## src/sv/fpt_pkg.sv

```systemverilog
// package: shared types, codes, constants and functions of the framed packet transmitter
`default_nettype none

package fpt_pkg;

  localparam int QUEUE_DEPTH_DEF  = 256;
  localparam int PACKET_BYTES_DEF = 32;
  localparam int MAX_PAYLOAD_DEF  = 27;

  localparam logic [7:0] LOST_LIMIT_RST = 8'd150;
  localparam logic [7:0] SOF_BYTE       = 8'hAA;
  localparam logic [7:0] EOF_BYTE       = 8'hAD;
  localparam logic [7:0] CRC_POLY_REFL  = 8'h8C;
  localparam int         FRAME_OVERHEAD = 5;

  localparam int         HB_IDX_W   = 3;
  localparam logic [2:0] HEART_LAST = 3'd4;

  localparam int CFG_IDX_W = 1;
  localparam int CFG_DAT_W = 8;

  typedef enum logic [1:0] {
    CMD_FRAME_START = 2'd0,
    CMD_PAYLOAD     = 2'd1,
    CMD_SEND        = 2'd2,
    CMD_RADIO       = 2'd3
  } cmd_t;

  typedef enum logic [1:0] {
    ST_OK       = 2'd0,
    ST_TOO_LONG = 2'd1,
    ST_FULL     = 2'd2,
    ST_SEQ      = 2'd3
  } status_t;

  typedef enum logic [CFG_IDX_W-1:0] {
    REG_PAIRED     = 1'b0,
    REG_LOST_LIMIT = 1'b1
  } reg_idx_t;

  typedef enum logic [2:0] {
    PUSH_SOF     = 3'd0,
    PUSH_LEN_HI  = 3'd1,
    PUSH_LEN_LO  = 3'd2,
    PUSH_PAYLOAD = 3'd3,
    PUSH_CRC     = 3'd4,
    PUSH_EOF     = 3'd5
  } push_t;

  typedef enum logic [1:0] {
    OUT_STATUS = 2'd0,
    OUT_HEART  = 2'd1,
    OUT_QUEUE  = 2'd2
  } out_sel_t;

  typedef enum logic [3:0] {
    S_IDLE,
    S_DECODE,
    S_WR_SOF,
    S_WR_LEN_HI,
    S_WR_LEN_LO,
    S_WR_PAY,
    S_WR_CRC,
    S_WR_EOF,
    S_STATUS,
    S_HEART,
    S_DRAIN_RD,
    S_DRAIN_OUT
  } state_t;

  // commands from controller to datapath
  typedef struct packed {
    logic     capture;
    logic     push_en;
    push_t    push_sel;
    logic     open_frame;
    logic     pay_step;
    logic     close_frame;
    logic     set_status;
    status_t  status;
    logic     radio_update;
    logic     drain_load;
    logic     drain_read;
    logic     drain_next;
    logic     heart_clear;
    logic     heart_next;
    out_sel_t out_sel;
  } dp_cmd_t;

  // status from datapath to controller
  typedef struct packed {
    cmd_t cmd;
    logic frame_open;
    logic too_long;
    logic no_room;
    logic len_zero;
    logic left_one;
    logic paired;
    logic queue_empty;
    logic drain_last;
    logic heart_last;
  } dp_stat_t;

  typedef struct packed {
    logic       kind;
    logic [7:0] radio_byte;
    logic       last;
    logic       heartbeat;
    status_t    status;
    logic       signal_ok;
  } out_word_t;

  function automatic logic [7:0] crc8_update(input logic [7:0] crc, input logic [7:0] data);
    logic [7:0] c;
    c = crc ^ data;
    for (int i = 0; i < 8; i++) begin
      c = c[0] ? ((c >> 1) ^ CRC_POLY_REFL) : (c >> 1);
    end
    return c;
  endfunction

  function automatic logic [7:0] heart_byte(input logic [HB_IDX_W-1:0] idx);
    logic [7:0] b;
    case (idx)
      3'd0:    b = 8'hA1;
      3'd1:    b = 8'hB1;
      3'd2:    b = 8'hC2;
      3'd3:    b = 8'hD1;
      3'd4:    b = 8'hE1;
      default: b = 8'h00;
    endcase
    return b;
  endfunction

endpackage

`default_nettype wire

```

## src/sv/fpt_if.sv

```systemverilog
// interfaces: input, result and configuration channels
`default_nettype none

interface fpt_in_if;
  logic       valid;
  logic       ready;
  logic [1:0] cmd;
  logic [5:0] frame_length;
  logic [7:0] payload_byte;
  logic       tx_ok;

  modport source(output valid, cmd, frame_length, payload_byte, tx_ok, input ready);
  modport sink(input valid, cmd, frame_length, payload_byte, tx_ok, output ready);
endinterface

interface fpt_out_if;
  logic       valid;
  logic       ready;
  logic       kind;
  logic [7:0] radio_byte;
  logic       last;
  logic       heartbeat;
  logic [1:0] status;
  logic       signal_ok;

  modport source(output valid, kind, radio_byte, last, heartbeat, status, signal_ok,
                 input ready);
  modport sink(input valid, kind, radio_byte, last, heartbeat, status, signal_ok,
               output ready);
endinterface

interface fpt_cfg_if;
  logic                           valid;
  logic                           ready;
  logic [fpt_pkg::CFG_IDX_W-1:0]  index;
  logic [fpt_pkg::CFG_DAT_W-1:0]  data;

  modport source(output valid, index, data, input ready);
  modport sink(input valid, index, data, output ready);
endinterface

`default_nettype wire

```

## src/sv/fpt_ram.sv

```systemverilog
// generic single-write, single-read RAM with registered read data
`default_nettype none

module fpt_ram #(
  parameter int WIDTH = 8,
  parameter int DEPTH = 256
) (
  input  wire logic                     clk,
  input  wire logic                     wr_en,
  input  wire logic [$clog2(DEPTH)-1:0] wr_addr,
  input  wire logic [WIDTH-1:0]         wr_data,
  input  wire logic                     rd_en,
  input  wire logic [$clog2(DEPTH)-1:0] rd_addr,
  output logic      [WIDTH-1:0]         rd_data
);

  logic [WIDTH-1:0] mem_r [DEPTH];
  logic [WIDTH-1:0] rd_data_r;

  always_ff @(posedge clk) begin
    if (wr_en) begin
      mem_r[wr_addr] <= wr_data;
    end
    if (rd_en) begin
      rd_data_r <= mem_r[rd_addr];
    end
  end

  assign rd_data = rd_data_r;

endmodule

`default_nettype wire

```

## src/sv/fpt_ctrl.sv

```systemverilog
// controller: sequencing state machine of the framed packet transmitter
`default_nettype none

module fpt_ctrl (
  input  wire logic              clk,
  input  wire logic              rst_n,
  input  wire logic              in_valid,
  output logic                   in_ready,
  output logic                   out_valid,
  input  wire logic              out_ready,
  input  wire fpt_pkg::dp_stat_t stat,
  output fpt_pkg::dp_cmd_t       cmd
);

  fpt_pkg::state_t state_r, state_nxt;

  always_ff @(posedge clk) begin
    if (!rst_n) begin
      state_r <= fpt_pkg::S_IDLE;
    end else begin
      state_r <= state_nxt;
    end
  end

  // next state
  always_comb begin
    state_nxt = state_r;
    unique case (state_r)
      fpt_pkg::S_IDLE: begin
        if (in_valid) state_nxt = fpt_pkg::S_DECODE;
      end
      fpt_pkg::S_DECODE: begin
        unique case (stat.cmd)
          fpt_pkg::CMD_FRAME_START: begin
            if (stat.frame_open || stat.too_long || stat.no_room) begin
              state_nxt = fpt_pkg::S_STATUS;
            end else begin
              state_nxt = fpt_pkg::S_WR_SOF;
            end
          end
          fpt_pkg::CMD_PAYLOAD: begin
            state_nxt = stat.frame_open ? fpt_pkg::S_WR_PAY : fpt_pkg::S_STATUS;
          end
          fpt_pkg::CMD_SEND: begin
            if (!stat.paired) begin
              state_nxt = fpt_pkg::S_IDLE;
            end else if (stat.queue_empty) begin
              state_nxt = fpt_pkg::S_HEART;
            end else begin
              state_nxt = fpt_pkg::S_DRAIN_RD;
            end
          end
          fpt_pkg::CMD_RADIO: begin
            state_nxt = fpt_pkg::S_STATUS;
          end
          default: state_nxt = fpt_pkg::S_IDLE;
        endcase
      end
      fpt_pkg::S_WR_SOF:    state_nxt = fpt_pkg::S_WR_LEN_HI;
      fpt_pkg::S_WR_LEN_HI: state_nxt = fpt_pkg::S_WR_LEN_LO;
      fpt_pkg::S_WR_LEN_LO: begin
        state_nxt = stat.len_zero ? fpt_pkg::S_WR_CRC : fpt_pkg::S_STATUS;
      end
      fpt_pkg::S_WR_PAY: begin
        state_nxt = stat.left_one ? fpt_pkg::S_WR_CRC : fpt_pkg::S_STATUS;
      end
      fpt_pkg::S_WR_CRC: state_nxt = fpt_pkg::S_WR_EOF;
      fpt_pkg::S_WR_EOF: state_nxt = fpt_pkg::S_STATUS;
      fpt_pkg::S_STATUS: begin
        if (out_ready) state_nxt = fpt_pkg::S_IDLE;
      end
      fpt_pkg::S_HEART: begin
        if (out_ready && stat.heart_last) state_nxt = fpt_pkg::S_IDLE;
      end
      fpt_pkg::S_DRAIN_RD: state_nxt = fpt_pkg::S_DRAIN_OUT;
      fpt_pkg::S_DRAIN_OUT: begin
        if (out_ready) begin
          state_nxt = stat.drain_last ? fpt_pkg::S_IDLE : fpt_pkg::S_DRAIN_RD;
        end
      end
      default: state_nxt = fpt_pkg::S_IDLE;
    endcase
  end

  // outputs
  always_comb begin
    in_ready  = 1'b0;
    out_valid = 1'b0;
    cmd       = '0;
    cmd.push_sel = fpt_pkg::PUSH_SOF;
    cmd.status   = fpt_pkg::ST_OK;
    cmd.out_sel  = fpt_pkg::OUT_STATUS;
    unique case (state_r)
      fpt_pkg::S_IDLE: begin
        in_ready    = 1'b1;
        cmd.capture = in_valid;
      end
      fpt_pkg::S_DECODE: begin
        cmd.set_status  = 1'b1;
        cmd.heart_clear = 1'b1;
        unique case (stat.cmd)
          fpt_pkg::CMD_FRAME_START: begin
            if (stat.frame_open) begin
              cmd.status = fpt_pkg::ST_SEQ;
            end else if (stat.too_long) begin
              cmd.status = fpt_pkg::ST_TOO_LONG;
            end else if (stat.no_room) begin
              cmd.status = fpt_pkg::ST_FULL;
            end
          end
          fpt_pkg::CMD_PAYLOAD: begin
            if (!stat.frame_open) cmd.status = fpt_pkg::ST_SEQ;
          end
          fpt_pkg::CMD_SEND: begin
            cmd.drain_load = stat.paired && !stat.queue_empty;
          end
          fpt_pkg::CMD_RADIO: begin
            cmd.radio_update = 1'b1;
          end
          default: cmd.status = fpt_pkg::ST_OK;
        endcase
      end
      fpt_pkg::S_WR_SOF: begin
        cmd.push_en    = 1'b1;
        cmd.push_sel   = fpt_pkg::PUSH_SOF;
        cmd.open_frame = 1'b1;
      end
      fpt_pkg::S_WR_LEN_HI: begin
        cmd.push_en  = 1'b1;
        cmd.push_sel = fpt_pkg::PUSH_LEN_HI;
      end
      fpt_pkg::S_WR_LEN_LO: begin
        cmd.push_en  = 1'b1;
        cmd.push_sel = fpt_pkg::PUSH_LEN_LO;
      end
      fpt_pkg::S_WR_PAY: begin
        cmd.push_en  = 1'b1;
        cmd.push_sel = fpt_pkg::PUSH_PAYLOAD;
        cmd.pay_step = 1'b1;
      end
      fpt_pkg::S_WR_CRC: begin
        cmd.push_en  = 1'b1;
        cmd.push_sel = fpt_pkg::PUSH_CRC;
      end
      fpt_pkg::S_WR_EOF: begin
        cmd.push_en     = 1'b1;
        cmd.push_sel    = fpt_pkg::PUSH_EOF;
        cmd.close_frame = 1'b1;
      end
      fpt_pkg::S_STATUS: begin
        out_valid   = 1'b1;
        cmd.out_sel = fpt_pkg::OUT_STATUS;
      end
      fpt_pkg::S_HEART: begin
        out_valid      = 1'b1;
        cmd.out_sel    = fpt_pkg::OUT_HEART;
        cmd.heart_next = out_ready;
      end
      fpt_pkg::S_DRAIN_RD: begin
        cmd.drain_read = 1'b1;
      end
      fpt_pkg::S_DRAIN_OUT: begin
        out_valid      = 1'b1;
        cmd.out_sel    = fpt_pkg::OUT_QUEUE;
        cmd.drain_next = out_ready;
      end
      default: in_ready = 1'b0;
    endcase
  end

endmodule

`default_nettype wire

```

## src/sv/fpt_dp.sv

```systemverilog
// datapath: queue, pointers, counts, frame builder, crc, link monitor, result word
`default_nettype none

module fpt_dp #(
  parameter int QUEUE_DEPTH  = fpt_pkg::QUEUE_DEPTH_DEF,
  parameter int PACKET_BYTES = fpt_pkg::PACKET_BYTES_DEF,
  parameter int MAX_PAYLOAD  = fpt_pkg::MAX_PAYLOAD_DEF
) (
  input  wire logic                            clk,
  input  wire logic                            rst_n,
  input  wire logic [1:0]                      in_cmd,
  input  wire logic [5:0]                      in_frame_length,
  input  wire logic [7:0]                      in_payload_byte,
  input  wire logic                            in_tx_ok,
  input  wire logic                            cfg_we,
  input  wire logic [fpt_pkg::CFG_IDX_W-1:0]   cfg_index,
  input  wire logic [fpt_pkg::CFG_DAT_W-1:0]   cfg_data,
  input  wire fpt_pkg::dp_cmd_t                cmd,
  output fpt_pkg::dp_stat_t                    stat,
  output fpt_pkg::out_word_t                   out_word
);

  localparam int PTR_W = $clog2(QUEUE_DEPTH);
  localparam int CNT_W = $clog2(QUEUE_DEPTH + 1);
  localparam int SUM_W = CNT_W + 1;
  localparam int BL_W  = $clog2(MAX_PAYLOAD + 1);
  localparam int PKT_W = $clog2(PACKET_BYTES + 1);

  // captured input word
  fpt_pkg::cmd_t cmd_r;
  logic [5:0]    len_r;
  logic [7:0]    byte_r;
  logic          ok_r;

  // queue and frame state
  logic [PTR_W-1:0] wr_ptr_r, wr_ptr_nxt;
  logic [PTR_W-1:0] rd_ptr_r, rd_ptr_nxt;
  logic [CNT_W-1:0] used_r, used_nxt;
  logic [CNT_W-1:0] committed_r, committed_nxt;
  logic             open_r, open_nxt;
  logic [BL_W-1:0]  left_r, left_nxt;
  logic [7:0]       crc_r, crc_nxt;

  // packet and link state
  logic [PKT_W-1:0]              rem_r, rem_nxt;
  logic [fpt_pkg::HB_IDX_W-1:0]  hb_idx_r, hb_idx_nxt;
  logic [7:0]                    fail_r, fail_nxt;
  logic                          normal_r, normal_nxt;
  logic                          paired_r;
  logic [7:0]                    lost_limit_r;
  fpt_pkg::status_t              status_r;

  logic [7:0]       wr_data;
  logic [7:0]       rd_data;
  logic [PKT_W-1:0] pkt_n;

  always_ff @(posedge clk) begin
    if (cmd.capture) begin
      cmd_r  <= fpt_pkg::cmd_t'(in_cmd);
      len_r  <= in_frame_length;
      byte_r <= in_payload_byte;
      ok_r   <= in_tx_ok;
    end
    if (cmd.set_status) begin
      status_r <= cmd.status;
    end
  end

  always_comb begin
    case (cmd.push_sel)
      fpt_pkg::PUSH_SOF:     wr_data = fpt_pkg::SOF_BYTE;
      fpt_pkg::PUSH_LEN_HI:  wr_data = 8'h00;
      fpt_pkg::PUSH_LEN_LO:  wr_data = {2'b00, len_r};
      fpt_pkg::PUSH_PAYLOAD: wr_data = byte_r;
      fpt_pkg::PUSH_CRC:     wr_data = crc_r;
      fpt_pkg::PUSH_EOF:     wr_data = fpt_pkg::EOF_BYTE;
      default:               wr_data = 8'h00;
    endcase
  end

  fpt_ram #(
    .WIDTH(8),
    .DEPTH(QUEUE_DEPTH)
  ) u_queue (
    .clk    (clk),
    .wr_en  (cmd.push_en),
    .wr_addr(wr_ptr_r),
    .wr_data(wr_data),
    .rd_en  (cmd.drain_read),
    .rd_addr(rd_ptr_r),
    .rd_data(rd_data)
  );

  assign pkt_n = (committed_r < CNT_W'(PACKET_BYTES)) ? PKT_W'(committed_r)
                                                     : PKT_W'(PACKET_BYTES);

  // queue bookkeeping
  always_comb begin
    wr_ptr_nxt    = wr_ptr_r;
    rd_ptr_nxt    = rd_ptr_r;
    used_nxt      = used_r;
    committed_nxt = committed_r;
    open_nxt      = open_r;
    left_nxt      = left_r;
    crc_nxt       = crc_r;
    if (cmd.push_en) begin
      wr_ptr_nxt = (wr_ptr_r == PTR_W'(QUEUE_DEPTH - 1)) ? '0 : wr_ptr_r + 1'b1;
      used_nxt   = used_r + 1'b1;
    end
    if (cmd.open_frame) begin
      open_nxt = 1'b1;
      left_nxt = BL_W'(len_r);
      crc_nxt  = 8'h00;
    end
    if (cmd.pay_step) begin
      left_nxt = left_r - 1'b1;
      crc_nxt  = fpt_pkg::crc8_update(crc_r, byte_r);
    end
    if (cmd.close_frame) begin
      // end byte goes in this cycle, so the frame is whole after it
      committed_nxt = used_r + 1'b1;
      open_nxt      = 1'b0;
      left_nxt      = '0;
      crc_nxt       = 8'h00;
    end
    if (cmd.drain_read) begin
      rd_ptr_nxt    = (rd_ptr_r == PTR_W'(QUEUE_DEPTH - 1)) ? '0 : rd_ptr_r + 1'b1;
      used_nxt      = used_r - 1'b1;
      committed_nxt = committed_r - 1'b1;
    end
  end

  // packet counters and link monitor
  always_comb begin
    rem_nxt    = rem_r;
    hb_idx_nxt = hb_idx_r;
    fail_nxt   = fail_r;
    normal_nxt = normal_r;
    if (cmd.drain_load) rem_nxt = pkt_n;
    if (cmd.drain_next) rem_nxt = rem_r - 1'b1;
    if (cmd.heart_clear) hb_idx_nxt = '0;
    if (cmd.heart_next) hb_idx_nxt = hb_idx_r + 1'b1;
    if (cmd.radio_update) begin
      if (ok_r) begin
        fail_nxt   = 8'h00;
        normal_nxt = 1'b1;
      end else if (fail_r < lost_limit_r) begin
        fail_nxt = fail_r + 1'b1;
      end else begin
        normal_nxt = 1'b0;
      end
    end
  end

  always_ff @(posedge clk) begin
    if (!rst_n) begin
      wr_ptr_r     <= '0;
      rd_ptr_r     <= '0;
      used_r       <= '0;
      committed_r  <= '0;
      open_r       <= 1'b0;
      left_r       <= '0;
      crc_r        <= 8'h00;
      rem_r        <= '0;
      hb_idx_r     <= '0;
      fail_r       <= 8'h00;
      normal_r     <= 1'b0;
      paired_r     <= 1'b0;
      lost_limit_r <= fpt_pkg::LOST_LIMIT_RST;
    end else begin
      wr_ptr_r    <= wr_ptr_nxt;
      rd_ptr_r    <= rd_ptr_nxt;
      used_r      <= used_nxt;
      committed_r <= committed_nxt;
      open_r      <= open_nxt;
      left_r      <= left_nxt;
      crc_r       <= crc_nxt;
      rem_r       <= rem_nxt;
      hb_idx_r    <= hb_idx_nxt;
      fail_r      <= fail_nxt;
      normal_r    <= normal_nxt;
      if (cfg_we) begin
        unique case (fpt_pkg::reg_idx_t'(cfg_index))
          fpt_pkg::REG_PAIRED:     paired_r     <= cfg_data[0];
          fpt_pkg::REG_LOST_LIMIT: lost_limit_r <= cfg_data;
          default:                 paired_r     <= paired_r;
        endcase
      end
    end
  end

  always_comb begin
    stat.cmd         = cmd_r;
    stat.frame_open  = open_r;
    stat.too_long    = {1'b0, len_r} > 7'(MAX_PAYLOAD);
    stat.no_room     = (SUM_W'(used_r) + SUM_W'(len_r) + SUM_W'(fpt_pkg::FRAME_OVERHEAD))
                       > SUM_W'(QUEUE_DEPTH);
    stat.len_zero    = (len_r == 6'd0);
    stat.left_one    = (left_r == BL_W'(1));
    stat.paired      = paired_r;
    stat.queue_empty = (committed_r == '0);
    stat.drain_last  = (rem_r == PKT_W'(1));
    stat.heart_last  = (hb_idx_r == fpt_pkg::HEART_LAST);
  end

  always_comb begin
    out_word.signal_ok = normal_r;
    case (cmd.out_sel)
      fpt_pkg::OUT_HEART: begin
        out_word.kind       = 1'b1;
        out_word.radio_byte = fpt_pkg::heart_byte(hb_idx_r);
        out_word.last       = (hb_idx_r == fpt_pkg::HEART_LAST);
        out_word.heartbeat  = 1'b1;
        out_word.status     = fpt_pkg::ST_OK;
      end
      fpt_pkg::OUT_QUEUE: begin
        out_word.kind       = 1'b1;
        out_word.radio_byte = rd_data;
        out_word.last       = (rem_r == PKT_W'(1));
        out_word.heartbeat  = 1'b0;
        out_word.status     = fpt_pkg::ST_OK;
      end
      default: begin
        out_word.kind       = 1'b0;
        out_word.radio_byte = 8'h00;
        out_word.last       = 1'b0;
        out_word.heartbeat  = 1'b0;
        out_word.status     = status_r;
      end
    endcase
  end

endmodule

`default_nettype wire

```

## src/sv/framed_packet_transmitter_core.sv

```systemverilog
// top level: framed packet transmitter core, controller plus datapath
// sequence: each accepted word other than a send is decoded, any queue writes of its frame follow,
//   then its status word is offered; one queue write per cycle
// packets: registered queue read, then output, per drained byte; heartbeat bytes output directly
// throughput: one word at a time; next word accepted once all results of the last are taken
// reset: synchronous active-low rst_n empties the queue, unpaired, link lost, lost_limit 150
`default_nettype none

module framed_packet_transmitter_core #(
  parameter int QUEUE_DEPTH  = fpt_pkg::QUEUE_DEPTH_DEF,
  parameter int PACKET_BYTES = fpt_pkg::PACKET_BYTES_DEF,
  parameter int MAX_PAYLOAD  = fpt_pkg::MAX_PAYLOAD_DEF
) (
  input wire logic  clk,
  input wire logic  rst_n,
  fpt_in_if.sink    in_ch,
  fpt_out_if.source out_ch,
  fpt_cfg_if.sink   cfg_ch
);

  fpt_pkg::dp_cmd_t   dp_cmd;
  fpt_pkg::dp_stat_t  dp_stat;
  fpt_pkg::out_word_t out_word;

  // register writes are taken at any time; the user must write them only while idle, the block does not enforce it
  assign cfg_ch.ready = 1'b1;

  // sequencer: decode, frame writes, status and packet output
  fpt_ctrl u_ctrl (
    .clk      (clk),
    .rst_n    (rst_n),
    .in_valid (in_ch.valid),
    .in_ready (in_ch.ready),
    .out_valid(out_ch.valid),
    .out_ready(out_ch.ready),
    .stat     (dp_stat),
    .cmd      (dp_cmd)
  );

  // queue memory, counters, crc and link monitor
  fpt_dp #(
    .QUEUE_DEPTH (QUEUE_DEPTH),
    .PACKET_BYTES(PACKET_BYTES),
    .MAX_PAYLOAD (MAX_PAYLOAD)
  ) u_dp (
    .clk            (clk),
    .rst_n          (rst_n),
    .in_cmd         (in_ch.cmd),
    .in_frame_length(in_ch.frame_length),
    .in_payload_byte(in_ch.payload_byte),
    .in_tx_ok       (in_ch.tx_ok),
    .cfg_we         (cfg_ch.valid),
    .cfg_index      (cfg_ch.index),
    .cfg_data       (cfg_ch.data),
    .cmd            (dp_cmd),
    .stat           (dp_stat),
    .out_word       (out_word)
  );

  // result word fields
  assign out_ch.kind       = out_word.kind;
  assign out_ch.radio_byte = out_word.radio_byte;
  assign out_ch.last       = out_word.last;
  assign out_ch.heartbeat  = out_word.heartbeat;
  assign out_ch.status     = out_word.status;
  assign out_ch.signal_ok  = out_word.signal_ok;

  // one word in flight: never ready for input while a result is offered
  a_no_overlap: assert property (@(posedge clk) disable iff (!rst_n)
    !(in_ch.ready && out_ch.valid))
    else $error("input ready while a result is pending");

  // a packet ends the sequence of results for its send tick
  a_last_ends: assert property (@(posedge clk) disable iff (!rst_n)
    (out_ch.valid && out_ch.ready && out_ch.last) |=> !out_ch.valid)
    else $error("result offered after the final packet byte");

  // the closing heartbeat byte always carries last
  a_heart_last: assert property (@(posedge clk) disable iff (!rst_n)
    (out_ch.valid && out_ch.heartbeat
     && out_ch.radio_byte == fpt_pkg::heart_byte(fpt_pkg::HEART_LAST)) |-> out_ch.last)
    else $error("heartbeat closing byte without last");

endmodule

`default_nettype wire
```

## src/flat_wrapper.sv

```systemverilog
// flat-port wrapper written by rule: the top's interface ports become plain ports
module framed_packet_transmitter_core_flat 
#(
  parameter int QUEUE_DEPTH  = fpt_pkg::QUEUE_DEPTH_DEF,
  parameter int PACKET_BYTES = fpt_pkg::PACKET_BYTES_DEF,
  parameter int MAX_PAYLOAD  = fpt_pkg::MAX_PAYLOAD_DEF
)
  (clk, rst_n, in_ch_valid, in_ch_cmd, in_ch_frame_length, in_ch_payload_byte, in_ch_tx_ok, in_ch_ready, out_ch_valid, out_ch_kind, out_ch_radio_byte, out_ch_last, out_ch_heartbeat, out_ch_status, out_ch_signal_ok, out_ch_ready, cfg_ch_valid, cfg_ch_index, cfg_ch_data, cfg_ch_ready);
  fpt_in_if in_ch_i ();
  fpt_out_if out_ch_i ();
  fpt_cfg_if cfg_ch_i ();
  input wire logic clk;
  input wire logic rst_n;
  input wire logic [$bits(in_ch_i.valid)-1:0] in_ch_valid;
  input wire logic [$bits(in_ch_i.cmd)-1:0] in_ch_cmd;
  input wire logic [$bits(in_ch_i.frame_length)-1:0] in_ch_frame_length;
  input wire logic [$bits(in_ch_i.payload_byte)-1:0] in_ch_payload_byte;
  input wire logic [$bits(in_ch_i.tx_ok)-1:0] in_ch_tx_ok;
  output wire logic [$bits(in_ch_i.ready)-1:0] in_ch_ready;
  output wire logic [$bits(out_ch_i.valid)-1:0] out_ch_valid;
  output wire logic [$bits(out_ch_i.kind)-1:0] out_ch_kind;
  output wire logic [$bits(out_ch_i.radio_byte)-1:0] out_ch_radio_byte;
  output wire logic [$bits(out_ch_i.last)-1:0] out_ch_last;
  output wire logic [$bits(out_ch_i.heartbeat)-1:0] out_ch_heartbeat;
  output wire logic [$bits(out_ch_i.status)-1:0] out_ch_status;
  output wire logic [$bits(out_ch_i.signal_ok)-1:0] out_ch_signal_ok;
  input wire logic [$bits(out_ch_i.ready)-1:0] out_ch_ready;
  input wire logic [$bits(cfg_ch_i.valid)-1:0] cfg_ch_valid;
  input wire logic [$bits(cfg_ch_i.index)-1:0] cfg_ch_index;
  input wire logic [$bits(cfg_ch_i.data)-1:0] cfg_ch_data;
  output wire logic [$bits(cfg_ch_i.ready)-1:0] cfg_ch_ready;
  assign in_ch_i.valid = in_ch_valid;
  assign in_ch_i.cmd = in_ch_cmd;
  assign in_ch_i.frame_length = in_ch_frame_length;
  assign in_ch_i.payload_byte = in_ch_payload_byte;
  assign in_ch_i.tx_ok = in_ch_tx_ok;
  assign in_ch_ready = in_ch_i.ready;
  assign out_ch_valid = out_ch_i.valid;
  assign out_ch_kind = out_ch_i.kind;
  assign out_ch_radio_byte = out_ch_i.radio_byte;
  assign out_ch_last = out_ch_i.last;
  assign out_ch_heartbeat = out_ch_i.heartbeat;
  assign out_ch_status = out_ch_i.status;
  assign out_ch_signal_ok = out_ch_i.signal_ok;
  assign out_ch_i.ready = out_ch_ready;
  assign cfg_ch_i.valid = cfg_ch_valid;
  assign cfg_ch_i.index = cfg_ch_index;
  assign cfg_ch_i.data = cfg_ch_data;
  assign cfg_ch_ready = cfg_ch_i.ready;
  framed_packet_transmitter_core #(.QUEUE_DEPTH(QUEUE_DEPTH), .PACKET_BYTES(PACKET_BYTES), .MAX_PAYLOAD(MAX_PAYLOAD)) u_core (.clk(clk), .rst_n(rst_n), .in_ch(in_ch_i), .out_ch(out_ch_i), .cfg_ch(cfg_ch_i));
endmodule
```

## config.mk

```make
export PLATFORM = sky130hd
export DESIGN_NAME = framed_packet_transmitter_core_flat
export DESIGN_NICKNAME = d
export VERILOG_FILES = /design/src/sv/fpt_pkg.sv /design/src/sv/fpt_if.sv /design/src/sv/fpt_ram.sv /design/src/sv/fpt_ctrl.sv /design/src/sv/fpt_dp.sv /design/src/sv/framed_packet_transmitter_core.sv /design/src/flat_wrapper.sv
export SDC_FILE = /design/constraint.sdc
export NUM_CORES = 2
export LEC_CHECK = 0
export ABC_CLOCK_PERIOD_IN_PS = 18100
export BUFFER_PORTS_ARGS = -buffer_cell sky130_fd_sc_hd__buf_2
export CAP_MARGIN = 20
export CORE_MARGIN = 5
export CORE_UTILIZATION = 40
export CTS_CLUSTER_SIZE = 10
export DETAILED_ROUTE_END_ITERATION = 16
export SLEW_MARGIN = 20
export SYNTH_ARGS = -nofsm -noshare
export SYNTH_HDL_FRONTEND = slang
export SYNTH_HIERARCHICAL = 1
export SYNTH_SLANG_ARGS = --single-unit
```

## constraint.sdc

```tcl
create_clock -name clk -period 18.1 [get_ports clk]
set_input_delay 2.715 -clock clk [delete_from_list [all_inputs] [get_ports clk]]
set_output_delay 2.715 -clock clk [all_outputs]
set_load 0.03 [all_outputs]
```

==> reports/results.ini <==
[timing]
fmaxAchievable_ghz=0.1640
rsz0062_at_grt=false
finalCritPeriodShare_pct=33.69
skew_ps=56.64
tightest_slew_ps=1214
finalHoldViolations=0
fin_crit_ps=6098
max_slew_margin_pct=19.03
final.setup.tns_ps=0
setup_viol=0
slew_violations=0

[finish]
max_flop_register=u_core/u_dp/u_queue/mem_r
largest_reg_flops=2048
drive_gt1_share_pct=19.93
fillers=17870
area_growth_pct=11.43
largestRegisters=u_core/u_dp/u_queue/mem_r (2048), u_core/u_dp/committed_r (9), u_core/u_dp/used_r (9)
nets=4624
final_core_util_pct=44.92
fin_area_sq_um=95460

[critical_path]
arrival_ps=3380
crit_required_ps=15390
cp-end-kind=output pin
worstSetupPathType=reg2out
start_kind=register
critPathMaxFanout=18

[drt]
drtPass1Iterations=5
drtIter0Drc=4802
postRouteAntennaNets=0
vias_per_cell=5.877
wl_per_cell_um=28.48
drc=0
routed_wl_um=212800
num_vias=43910

[grt]
grt_pass1_vias=43830
grt_pass1_wl_um=310700
busiest_layer=met2
grt_use_met1_pct=26.26
use_met2_pct=29.88
grt_max_degree=209
grt_usage_pct=18.79
overflow=0
grt.met3_usage_pct=4.061
antenna_found_initial=6

[floorplan]
die_area_sq_um=223500
coreArea_sq_um=212500
start_util_pct=40.31
io_pins=48
std_cell_rows=169
die_w_um=472.8
die_h_um=472.8

[clock_tree]
insertion_delay_ps=880
cts_buffers=236
clock-root-buffer=clkbuf_16
hold_buffers=0
postCtsSetupRepairBufs=0
tritoncts=built
cts_resized=0
clock_path_buffers=3
htree_levels=4
cts_sinks=2154
clk_pin_slew_ps=60

[placed_design]
place_area_sq_um=88860
gp_congestion=0.8055
io_buffers=46
place_hpwl_um=126800

[logic_synthesis]
synth_xor_area_share_pct=0.4849
synth_area_leaders=edfxtp_1 73%, mux4_2 12%, dfxtp_1 1.8%
synth_compound_area_share_pct=4.498
syn_inst=4453
synthSimpleGateAreaFrac_pct=3.986
synth_top_cell_by_area=edfxtp_1
ys_ff_latch=2154
synth_mux_area_share_pct=13.75
synth_area_sq_um=85670
synth-edff-count=2075
synthAdderAreaFrac_pct=0.5491
yosysSeqAreaShare_pct=74.58
synth.top_cell.area_share_pct=72.73
synth_top_family_by_area=multiplexers
avgSynthCellArea_sq_um=19.24
ys.flop_type=edfxtp_1
ys_warn_count=6
async_reset_ff_share_pct=0
syn_nets=4521
synth_cell_types=94

[power]
vdd_ir_drop_max_mv=0.09820
p_leak_nw=28.59
power_mw=9.715
power_density_nw_per_um2=101.8

[run_status]
outcome=finished, final reports clean

[flow_run]
maxCapViolations=0

[worst_hold_path]
holdCritPathClass=reg2reg

==> report_power, final <==
group | leakage, nW | switching, mW | total, mW | internal [mW]
Combinational | 5.68 | 0.0522 | 0.0822 | 0.0300
Sequential | 19.8 | 0.0112 | 5.41 | 5.40
Clock | 3.15 | 1.84 | 4.22 | 2.38
Total | 28.6 | 1.90 | 9.72 | 7.81
==> critical path, stage by stage, from the launching register on <==
cell      delay, ps
dfxtp_1         710
nand2b_1        200
nor3b_1         400
ha_1            300
nor2b_1         180
o21ai_0         180
a21oi_1         180
a21oi_1          60
nor2_1          110
buf_2           210
==> synthesized netlist by cell type (all sizes together), types with 36 or more instances <==
library cell and n:
mux4 456, o221ai 47, mux2i 146, nor2 375, ha 36, inv 51, buf 137, edfxtp 2075
a22oi 136, nor2b 39, clkbuf 133, nor3 48, nand3 48, o21ai 37, dfxtp 79, nand2 83
a21oi 157
==> per-stage QoR <==
step	std cells	worst slack, ps	hold slack, ps
after global placement	7129	11950	448.5
after floorplan	4453	3710	436.3
after detailed placement	7138	12380	450.3
after CTS	7466	12000	459.3
after global routing	7467	11690	471.0
final	7471	12000	460.8
==> layer usage <==
metal	routed length (um)	part of all wire [%]
met1	88170	41
met5	27	0.013
met4	5865	2.8
met2	101900	48
met3	16780	7.9
==> path summary, 6_finish.rpt <==
kind | start | to | slack, ps | cells past startpoint
max reg2reg | u_core/u_ctrl/state_r[2]$_SDFFE_PN0P_ | u_core/u_dp/u_queue/mem_r[230][6]$_DFFE_PP_ | 12830 | 7
max | u_core/u_ctrl/state_r[0]$_SDFFE_PN0P_ | out_ch_radio_byte[4] | 12000 | 9
min | u_core/u_dp/lost_limit_r[6]$_SDFFE_PN0P_ | u_core/u_dp/lost_limit_r[6]$_SDFFE_PN0P_ | 460 | 2
min reg2reg | u_core/u_dp/lost_limit_r[6]$_SDFFE_PN0P_ | u_core/u_dp/lost_limit_r[6]$_SDFFE_PN0P_ | 460 | 2
==> cells by family after synthesis <==
group	Yosys count
xor+xnor	44
fa+ha+maj	37
flops	2154
other cells	1
buf+inv	322
mux	606
compound gates	554
simple gates	735
==> cells in the final DEF, fill, tap and decap left out, types with 18 or more instances in the layout <==
master / n
edfxtp_1: 2075
mux4_2: 454
nor2_1: 367
clkbuf_16: 236
a21oi_1: 155
mux2i_1: 146
a22oi_1: 136
nand2_1: 83
buf_4: 77
dfxtp_1: 74
clkbuf_1: 72
inv_1: 49
nand3_1: 48
buf_2: 46
o221ai_1: 46
nor3_1: 42
ha_1: 36
nor2b_1: 35
o22ai_1: 33
o21ai_0: 33
a211oi_1: 32
xnor2_1: 25
nand2b_1: 22
nand4_1: 19
nor4_1: 18
==> area by class of cell <==
class	count	area, sq um	share of cell area (%)
Sequential cell	2154	63910	66.95
Multi-Input combinational cell	1977	20230	21.20
Clock buffer	309	6190	6.484
Tap cell	2821	3530	3.698
Timing Repair Buffer	135	1047	1.097
Clock inverter	19	345.3	0.3618
Inverter	52	195.2	0.2045
Antenna cell	4	10.01	0.01049
No activity file was read; power rests on OpenSTA's default activity.
